## config.mk

```make
export PLATFORM = sky130hd
export DESIGN_NAME = rotary_button_event_qualifier_top_flat
export DESIGN_NICKNAME = d
export VERILOG_FILES = /design/src/rbeq_pkg.sv /design/src/rbeq_if.sv /design/src/rbeq_core.sv /design/src/rotary_button_event_qualifier_top.sv /design/src/flat_wrapper.sv
export SDC_FILE = /design/constraint.sdc
export NUM_CORES = 1
export LEC_CHECK = 0
export BUFFER_PORTS_ARGS = -buffer_cell sky130_fd_sc_hd__buf_2
export CORE_ASPECT_RATIO = 0.8
export CORE_MARGIN = 5
export CORE_UTILIZATION = 61
export CTS_BUF_LIST = sky130_fd_sc_hd__clkbuf_4 sky130_fd_sc_hd__clkbuf_8
export CTS_CLUSTER_SIZE = 30
export DETAILED_ROUTE_END_ITERATION = 10
export PLACE_DENSITY = 0.79
export SYNTH_ARGS = -nofsm -noshare
export SYNTH_HDL_FRONTEND = slang
export SYNTH_HIERARCHICAL = 1
export SYNTH_SLANG_ARGS = --single-unit
```

## constraint.sdc

```tcl
create_clock -name clock -period 11.5 [get_ports clock]
set_clock_uncertainty 0.05 [all_clocks]
set_input_delay 1.15 -clock clock [delete_from_list [all_inputs] [get_ports clock]]
set_output_delay 1.15 -clock clock [all_outputs]
set_load 0.01 [all_outputs]
```

## src/rbeq_pkg.sv

```systemverilog
// package: shared types and constants for the rotary button event qualifier
package rbeq_pkg;

   localparam int unsigned TimeWidth  = 32;
   localparam int unsigned CountWidth = 16;
   localparam int unsigned CfgWidth   = 16;
   localparam int unsigned CsrIdxWidth  = 3;
   localparam int unsigned CsrDataWidth = 32;

   typedef enum logic [1:0] {
      OP_POLL   = 2'd0,
      OP_PRESET = 2'd1,
      OP_MARK   = 2'd2
   } op_type;

   typedef enum logic [1:0] {
      ROT_NONE = 2'd0,
      ROT_UP   = 2'd1,
      ROT_DOWN = 2'd2
   } rot_type;

   typedef enum logic [1:0] {
      BTN_NONE  = 2'd0,
      BTN_CLICK = 2'd1,
      BTN_LONG  = 2'd2
   } btn_type;

   typedef enum logic [CsrIdxWidth-1:0] {
      CSR_ROTATION_GAP = 3'd0,
      CSR_DEBOUNCE     = 3'd1,
      CSR_LONG_PRESS   = 3'd2,
      CSR_SLEEP        = 3'd3,
      CSR_PRESSED_LVL  = 3'd4
   } csr_idx_type;

   localparam logic [CfgWidth-1:0]  RotationGapReset = 16'd30;
   localparam logic [CfgWidth-1:0]  DebounceReset    = 16'd20;
   localparam logic [CfgWidth-1:0]  LongPressReset   = 16'd1000;
   localparam logic [TimeWidth-1:0] SleepReset       = 32'd60000;
   localparam logic                 PressedLvlReset  = 1'b0;

   typedef struct packed {
      logic [CfgWidth-1:0]  rotation_gap_ms;
      logic [CfgWidth-1:0]  debounce_ms;
      logic [CfgWidth-1:0]  long_press_ms;
      logic [TimeWidth-1:0] sleep_timeout_ms;
      logic                 pressed_level;
   } cfg_type;

   typedef struct packed {
      logic [1:0]                   op;
      logic [TimeWidth-1:0]         time_ms;
      logic                         count_changed;
      logic signed [CountWidth-1:0] knob_count;
      logic                         button_level;
   } item_type;

   typedef struct packed {
      logic signed [CountWidth-1:0] ref_count;
      logic [TimeWidth-1:0]         last_rotation_time;
      logic                         stable_level;
      logic [TimeWidth-1:0]         edge_time;
      logic [TimeWidth-1:0]         press_start;
      logic                         long_done;
      logic [TimeWidth-1:0]         interaction_time;
   } state_type;

   typedef struct packed {
      rot_type rotation_event;
      btn_type button_event;
      logic    idle_expired;
   } result_type;

endpackage

```

## src/rbeq_if.sv

```systemverilog
// interfaces: request, response and register write channels

interface rbeq_req_if;
   logic              valid;
   logic              ready;
   logic [1:0]        op;
   logic [31:0]       time_ms;
   logic              count_changed;
   logic signed [15:0] knob_count;
   logic              button_level;

   modport source (output valid, op, time_ms, count_changed, knob_count, button_level,
                   input ready);
   modport sink   (input valid, op, time_ms, count_changed, knob_count, button_level,
                   output ready);
endinterface

interface rbeq_rsp_if;
   logic       valid;
   logic       ready;
   logic [1:0] rotation_event;
   logic [1:0] button_event;
   logic       idle_expired;

   modport source (output valid, rotation_event, button_event, idle_expired, input ready);
   modport sink   (input valid, rotation_event, button_event, idle_expired, output ready);
endinterface

interface rbeq_csr_if;
   logic        valid;
   logic        ready;
   logic [2:0]  index;
   logic [31:0] data;

   modport source (output valid, index, data, input ready);
   modport sink   (input valid, index, data, output ready);
endinterface

```

## src/rbeq_core.sv

```systemverilog
// next-state and result logic for one item
module rbeq_core (
   input  rbeq_pkg::cfg_type    cfg,
   input  rbeq_pkg::state_type  cur,
   input  rbeq_pkg::item_type   item,
   output rbeq_pkg::state_type  nxt,
   output rbeq_pkg::result_type res
);
   import rbeq_pkg::*;

   logic [TimeWidth-1:0] rot_age;
   logic [TimeWidth-1:0] edge_age;
   logic [TimeWidth-1:0] hold_age;
   logic [TimeWidth-1:0] idle_age;
   logic                 rot_fire;
   logic                 edge_ok;
   logic                 lvl_pressed;
   logic                 click;
   logic                 long_fire;
   logic                 long_done_eff;
   logic [TimeWidth-1:0] hold_eff;
   logic                 touched;

   assign rot_age     = item.time_ms - cur.last_rotation_time;
   assign edge_age    = item.time_ms - cur.edge_time;
   assign hold_age    = item.time_ms - cur.press_start;
   assign idle_age    = item.time_ms - cur.interaction_time;
   assign lvl_pressed = (item.button_level == cfg.pressed_level);

   always_comb begin
      rot_fire      = 1'b0;
      edge_ok       = 1'b0;
      click         = 1'b0;
      long_fire     = 1'b0;
      long_done_eff = cur.long_done;
      hold_eff      = hold_age;
      touched       = 1'b0;
      nxt           = cur;
      res.rotation_event = ROT_NONE;
      res.button_event   = BTN_NONE;

      unique case (item.op)
         OP_POLL: begin
            // knob rotation, rate limited by the gap time
            if (item.count_changed) begin
               rot_fire = (rot_age > {16'd0, cfg.rotation_gap_ms});
               if (rot_fire) begin
                  res.rotation_event     = (item.knob_count > cur.ref_count) ? ROT_UP : ROT_DOWN;
                  nxt.last_rotation_time = item.time_ms;
               end
               nxt.ref_count = item.knob_count;
            end
            // debounced button edge
            edge_ok = (item.button_level != cur.stable_level) &&
                      (edge_age > {16'd0, cfg.debounce_ms});
            if (edge_ok) begin
               nxt.edge_time    = item.time_ms;
               nxt.stable_level = item.button_level;
               if (lvl_pressed) begin
                  nxt.press_start = item.time_ms;
                  nxt.long_done   = 1'b0;
                  long_done_eff   = 1'b0;
                  hold_eff        = '0;
               end else if (!cur.long_done && (hold_age < {16'd0, cfg.long_press_ms})) begin
                  click = 1'b1;
               end
            end
            // long press on the raw level
            long_fire = lvl_pressed && !long_done_eff &&
                        (hold_eff >= {16'd0, cfg.long_press_ms});
            if (long_fire) begin
               nxt.long_done    = 1'b1;
               res.button_event = BTN_LONG;
            end else if (click) begin
               res.button_event = BTN_CLICK;
            end
            touched = rot_fire || click || long_fire;
         end
         OP_PRESET: begin
            nxt.ref_count = item.knob_count;
         end
         OP_MARK: begin
            touched = 1'b1;
         end
         default: begin
         end
      endcase

      if (touched) begin
         nxt.interaction_time = item.time_ms;
      end
      // interaction at this time leaves a zero age
      res.idle_expired = !touched && (idle_age > cfg.sleep_timeout_ms);
   end

endmodule

```

## src/rotary_button_event_qualifier_top.sv

```systemverilog
// top level: rotary knob and push button event qualifier
//
// qualifies knob and button polls into rotation, click / long press and idle reports
// req_chan: one item per poll (op, time_ms, count_changed, knob_count, button_level)
// rsp_chan: one item per request (rotation_event, button_event, idle_expired)
// csr_chan: register writes, index 0..4 as gap, debounce, long press, sleep, pressed level;
//    always ready, indexes beyond 4 are ignored; write only while the block is idle
// latency: response valid 1 cycle after the request accept edge, so it can be taken
//    2 edges after the request at the earliest (input register, then the result
//    register loaded together with the knob / button state)
// throughput: one item per cycle; the single state update per item is one cycle of
//    subtract / compare logic, so consecutive items chain through the state registers
// stall: the result register and the input register together let the block take a new
//    item while a finished result waits; req ready drops only when both are full
// reset: synchronous, clears both stages, loads register defaults and the idle state
//    (button released, long press handled, all times zero)
module rotary_button_event_qualifier_top (
   input logic      clock,
   input logic      reset,
   rbeq_req_if.sink   req_chan,
   rbeq_rsp_if.source rsp_chan,
   rbeq_csr_if.sink   csr_chan
);
   import rbeq_pkg::*;

   // configuration registers
   cfg_type    cfg_ff, cfg_in;

   // input stage
   logic       s1_valid_ff, s1_valid_in;
   item_type   s1_item_ff, s1_item_in;

   // knob / button state
   state_type  state_ff, state_in, state_nxt;

   // result stage
   logic       s2_valid_ff, s2_valid_in;
   result_type s2_res_ff, s2_res_in, res_nxt;

   logic req_acc;
   logic s2_take;
   logic s1_move;

   assign s2_take = !s2_valid_ff || rsp_chan.ready;
   assign s1_move = s1_valid_ff && s2_take;
   assign req_chan.ready = !s1_valid_ff || s2_take;
   assign req_acc = req_chan.valid && req_chan.ready;
   assign csr_chan.ready = 1'b1;

   // register writes
   always_comb begin
      cfg_in = cfg_ff;
      if (csr_chan.valid) begin
         unique case (csr_chan.index)
            CSR_ROTATION_GAP: cfg_in.rotation_gap_ms  = csr_chan.data[CfgWidth-1:0];
            CSR_DEBOUNCE:     cfg_in.debounce_ms      = csr_chan.data[CfgWidth-1:0];
            CSR_LONG_PRESS:   cfg_in.long_press_ms    = csr_chan.data[CfgWidth-1:0];
            CSR_SLEEP:        cfg_in.sleep_timeout_ms = csr_chan.data[TimeWidth-1:0];
            CSR_PRESSED_LVL:  cfg_in.pressed_level    = csr_chan.data[0];
            default: begin
            end
         endcase
      end
   end

   // input stage capture
   always_comb begin
      s1_item_in  = s1_item_ff;
      s1_valid_in = s1_valid_ff;
      if (req_acc) begin
         s1_valid_in              = 1'b1;
         s1_item_in.op            = req_chan.op;
         s1_item_in.time_ms       = req_chan.time_ms;
         s1_item_in.count_changed = req_chan.count_changed;
         s1_item_in.knob_count    = req_chan.knob_count;
         s1_item_in.button_level  = req_chan.button_level;
      end else if (s1_move) begin
         s1_valid_in = 1'b0;
      end
   end

   rbeq_core u_core (
      .cfg  (cfg_ff),
      .cur  (state_ff),
      .item (s1_item_ff),
      .nxt  (state_nxt),
      .res  (res_nxt)
   );

   // state and result advance together when the item leaves the input stage
   always_comb begin
      state_in    = state_ff;
      s2_res_in   = s2_res_ff;
      s2_valid_in = s2_valid_ff;
      if (s1_move) begin
         state_in    = state_nxt;
         s2_res_in   = res_nxt;
         s2_valid_in = 1'b1;
      end else if (rsp_chan.ready) begin
         s2_valid_in = 1'b0;
      end
   end

   always_ff @(posedge clock) begin
      if (reset) begin
         cfg_ff.rotation_gap_ms     <= RotationGapReset;
         cfg_ff.debounce_ms         <= DebounceReset;
         cfg_ff.long_press_ms       <= LongPressReset;
         cfg_ff.sleep_timeout_ms    <= SleepReset;
         cfg_ff.pressed_level       <= PressedLvlReset;
         s1_valid_ff                <= 1'b0;
         s2_valid_ff                <= 1'b0;
         state_ff.ref_count          <= '0;
         state_ff.last_rotation_time <= '0;
         state_ff.stable_level       <= ~PressedLvlReset;
         state_ff.edge_time          <= '0;
         state_ff.press_start        <= '0;
         state_ff.long_done          <= 1'b1;
         state_ff.interaction_time   <= '0;
      end else begin
         cfg_ff      <= cfg_in;
         s1_valid_ff <= s1_valid_in;
         s2_valid_ff <= s2_valid_in;
         state_ff    <= state_in;
      end
   end

   // payload registers
   always_ff @(posedge clock) begin
      s1_item_ff <= s1_item_in;
      s2_res_ff  <= s2_res_in;
   end

   assign rsp_chan.valid          = s2_valid_ff;
   assign rsp_chan.rotation_event = s2_res_ff.rotation_event;
   assign rsp_chan.button_event   = s2_res_ff.button_event;
   assign rsp_chan.idle_expired   = s2_res_ff.idle_expired;

endmodule

```

## src/flat_wrapper.sv

```systemverilog
// flat-port wrapper written by rule: the top's interface ports become plain ports
module rotary_button_event_qualifier_top_flat import rbeq_pkg::*;
  (clock, reset, req_chan_valid, req_chan_op, req_chan_time_ms, req_chan_count_changed, req_chan_knob_count, req_chan_button_level, req_chan_ready, rsp_chan_valid, rsp_chan_rotation_event, rsp_chan_button_event, rsp_chan_idle_expired, rsp_chan_ready, csr_chan_valid, csr_chan_index, csr_chan_data, csr_chan_ready);
  rbeq_req_if req_chan_i ();
  rbeq_rsp_if rsp_chan_i ();
  rbeq_csr_if csr_chan_i ();
  input logic clock;
  input logic reset;
  input wire logic [$bits(req_chan_i.valid)-1:0] req_chan_valid;
  input wire logic [$bits(req_chan_i.op)-1:0] req_chan_op;
  input wire logic [$bits(req_chan_i.time_ms)-1:0] req_chan_time_ms;
  input wire logic [$bits(req_chan_i.count_changed)-1:0] req_chan_count_changed;
  input wire logic [$bits(req_chan_i.knob_count)-1:0] req_chan_knob_count;
  input wire logic [$bits(req_chan_i.button_level)-1:0] req_chan_button_level;
  output wire logic [$bits(req_chan_i.ready)-1:0] req_chan_ready;
  output wire logic [$bits(rsp_chan_i.valid)-1:0] rsp_chan_valid;
  output wire logic [$bits(rsp_chan_i.rotation_event)-1:0] rsp_chan_rotation_event;
  output wire logic [$bits(rsp_chan_i.button_event)-1:0] rsp_chan_button_event;
  output wire logic [$bits(rsp_chan_i.idle_expired)-1:0] rsp_chan_idle_expired;
  input wire logic [$bits(rsp_chan_i.ready)-1:0] rsp_chan_ready;
  input wire logic [$bits(csr_chan_i.valid)-1:0] csr_chan_valid;
  input wire logic [$bits(csr_chan_i.index)-1:0] csr_chan_index;
  input wire logic [$bits(csr_chan_i.data)-1:0] csr_chan_data;
  output wire logic [$bits(csr_chan_i.ready)-1:0] csr_chan_ready;
  assign req_chan_i.valid = req_chan_valid;
  assign req_chan_i.op = req_chan_op;
  assign req_chan_i.time_ms = req_chan_time_ms;
  assign req_chan_i.count_changed = req_chan_count_changed;
  assign req_chan_i.knob_count = req_chan_knob_count;
  assign req_chan_i.button_level = req_chan_button_level;
  assign req_chan_ready = req_chan_i.ready;
  assign rsp_chan_valid = rsp_chan_i.valid;
  assign rsp_chan_rotation_event = rsp_chan_i.rotation_event;
  assign rsp_chan_button_event = rsp_chan_i.button_event;
  assign rsp_chan_idle_expired = rsp_chan_i.idle_expired;
  assign rsp_chan_i.ready = rsp_chan_ready;
  assign csr_chan_i.valid = csr_chan_valid;
  assign csr_chan_i.index = csr_chan_index;
  assign csr_chan_i.data = csr_chan_data;
  assign csr_chan_ready = csr_chan_i.ready;
  rotary_button_event_qualifier_top u_core (.clock(clock), .reset(reset), .req_chan(req_chan_i), .rsp_chan(rsp_chan_i), .csr_chan(csr_chan_i));
endmodule
```

==> flow_summary.json <==
{
  "p_leak_nw": 9.68,
  "core_mm2": 0.0373,
  "drtIter0Drc": 1650,
  "hold_violations": 0,
  "hpwl_mm": 47.4,
  "final_cell_mix": "nand2b_1 (320), nand2_1 (275), inv_1 (255)",
  "root_buffer": "clkbuf_8",
  "end_kind": "register",
  "fin_nets": 3181,
  "critPathLaunchType": "register",
  "synth-main-ff-cell": "dfxtp_1",
  "place_area_mm2": 0.0239,
  "htreeDepth": 2,
  "maxSlewViolCount": 0,
  "via_per_inst": 5.95,
  "rows": 63,
  "die_w_um": 228,
  "drt_wl_total_mm": 63.2,
  "cts_tree": "built",
  "hold_buffers": 0,
  "post_synth_xor_area_fraction_pct": 3.32,
  "critical_path.slowest_cell": "a41o_2",
  "die_y_um": 184,
  "antenna_found_initial": 0,
  "setup_viol": 0,
  "io_pins": 100,
  "synth_cells": 2792,
  "synthSimpleGateAreaFrac_pct": 21.6,
  "hp-class": "reg -> reg",
  "synth_nets": 3123,
  "ys_seq_area_share_pct": 27.1,
  "overflow": 0,
  "area_growth_pct": 8.04,
  "grt_pass1_wl_mm": 101,
  "max_stage_delay_ps": 660,
  "critPathArrivalTime_ps": 10040,
  "ctsResizeCount": 0,
  "crit_type": "reg -> reg",
  "vias": 20100,
  "ys_types": 105,
  "peakVddDrop_mv": 0.102,
  "gp_congestion": 0.948,
  "final_common_cell": "nand2b_1",
  "synthMuxAreaShare_pct": 11.1,
  "grt_max_degree": 185,
  "rsz0062_at_grt": "false",
  "stdcell_area_mm2": 0.0251,
  "yosys_warnings": 6,
  "status": "completed",
  "crit_top_cell": "a21oi_1",
  "port_buffers": 98,
  "ant_nets": 0,
  "wl_per_cell_um": 18.7,
  "ys_ff_latch": 286,
  "post_cts_buffers": 0,
  "cts_buffer_depth": 3,
  "synth_compound_area_share_pct": 16.9,
  "drc_errors": 0,
  "grt.total_usage_pct": 29.1,
  "fmax_mhz": 104,
  "avgSynthCellArea_um2": 8.31,
  "clk_latency_ps": 610,
  "start_util_pct": 62.3,
  "fin_setup_tns_ps": 0,
  "die_area_mm2": 0.0421,
  "slew_headroom_pct": 17.0,
  "p_per_area_mw_per_mm2": 114,
  "cts_made_buffers": 50,
  "synthesis.area_mm2": 0.0232,
  "diodes": 0,
  "synth_top_family_by_area": "simple AND/OR/NAND/NOR gates",
  "cts_sinks": 286,
  "clkTransAtPathRegs_ps": 60,
  "dr.pass1.iters": 6,
  "crit_fanout": 21,
  "regArea_mm2": 0.00630,
  "finalCriticalPeriod_ps": 9650,
  "worst_slew_pin_slew_ps": 1240,
  "drive_gt1_share_pct": 11.8,
  "finalCritPeriodShare_pct": 84.0,
  "synthAdderAreaFrac_pct": 13.0,
  "synth_edf_count": 57,
  "crit_required_ps": 11890,
  "postSynth.asyncResetShare_pct": 0,
  "n_fill_cell": 3174,
  "cap_viol_max_count": 0,
  "grt_pass1_vias": 19400,
  "multi_input_area_mm2": 0.0154
}
## per-stage QoR
step / util (%) / cells / hold slack, ps / power, W / worst slack [ps]
after detailed placement: 64.2 / 3285 / 400 / 0.00177 / 1990
after global routing: 67.3 / 3377 / 424 / 0.00300 / 1110
after global placement: 64.2 / 3285 / 393 / 0.00175 / 2290
final: 67.3 / 3377 / 406 / 0.00286 / 1850
after CTS: 67.3 / 3377 / 408 / 0.00286 / 1990
after floorplan: - / 2792 / 386 / 0.00160 / 3950
## routing by layer
metal / part of all wire [%] / wire length (µm) / GRT usage [%] / vias to the layer above
li1: - / - / - / 9829
met1: 44 / 28100 / 39.2 / 9544
met2: 47 / 29500 / 49.9 / 614
met3: 6.3 / 3980 / 4.02 / 100
met4: 2.5 / 1570 / 7.60 / 0
met5: 0 / 0 / 0 / -
## synthesized netlist by cell type, types with 5 or more instances
cell type / n / area share, %
nor4_1: 9 / 0.24
clkbuf_1: 67 / 1.1
a21o_1: 65 / 2.1
xor2_1: 25 / 0.94
o211ai_1: 13 / 0.42
buf_6: 5 / 0.24
ha_1: 235 / 13
a211oi_1: 19 / 0.61
a21oi_1: 219 / 4.7
and3_1: 13 / 0.35
nor2_1: 112 / 1.8
o21ai_0: 141 / 3.0
o2111ai_1: 6 / 0.23
nand2b_1: 320 / 8.6
buf_4: 17 / 0.55
nor3_1: 54 / 1.2
nand2_1: 275 / 4.4
o21a_1: 31 / 1.0
buf_2: 28 / 0.60
edfxtp_1: 57 / 7.4
nand3_1: 37 / 0.80
o221ai_1: 5 / 0.19
nor2b_1: 46 / 1.2
o21bai_1: 10 / 0.32
dfxtp_1: 229 / 20
inv_1: 255 / 4.1
or3_1: 8 / 0.22
a31o_2: 5 / 0.19
o21ai_1: 5 / 0.11
a31oi_1: 7 / 0.19
nand4_1: 39 / 1.1
mux2_4: 28 / 1.8
mux2i_1: 154 / 6.6
xnor2_1: 63 / 2.4
o41ai_1: 6 / 0.23
mux2_2: 55 / 2.7
## path summary, 6_finish.rpt
path,startpoint,endpoint,slack [ps],cells after the start
max,u_core/s1_item_ff[19],u_core/state_ff[31],1850,39
min,u_core/cfg_ff[35],u_core/cfg_ff[35],410,2
max reg2reg,u_core/s1_item_ff[19],u_core/state_ff[31],1850,39
min reg2reg,u_core/cfg_ff[35],u_core/cfg_ff[35],410,2
## registers in the layout, indices dropped and copies added, names as in the netlist
register	flops
u_core/cfg_ff	81
u_core/rsp_chan.button_event	2
u_core/rsp_chan.idle_expired	1
u_core/rsp_chan.rotation_event	2
u_core/rsp_chan.valid	1
u_core/s1_item_ff	52
u_core/s1_valid_ff	1
u_core/state_ff	146
## final cells by class
class / count / share of cell area, %
clock buffer: 71 / 3.55
multi-input combinational: 2130 / 61.2
sequential: 286 / 25.1
inverter: 255 / 3.82
clock inverter: 21 / 1.00
tap: 487 / 2.43
timing repair buffer: 127 / 2.86
## cells by family (layout without fill, tap and decap cells)
group                    Yosys count  after routing
flip-flops                       286            286
AND/OR/NAND/NOR                  955            955
adder cells (fa/ha/maj)          239            239
buffers and inverters            376            474
XOR/XNOR                          88             88
AO/OA/AOI/OAI                    610            610
multiplexers                     237            237
other                              1              1
## power by group
group / switching (W) / total (W) / internal [W]
Combinational: 0.000397 / 0.000689 / 0.000292
Clock: 0.000454 / 0.00109 / 0.000633
Sequential: 0.0000268 / 0.00108 / 0.00105
Total: 0.000878 / 0.00286 / 0.00198
## critical path: cells and delay by family, from the launching register on
kind	cells	cell delay [ps]
AOI/OAI and AO/OA	19	4150
adders and majority gates	3	860
xor gates and xnor gates	1	130
muxes	2	450
and+or+nand+nor	13	2700
DFF	1	640
buffers and inverters	1	500
Note: power is estimated with default switching activity, not from simulation.
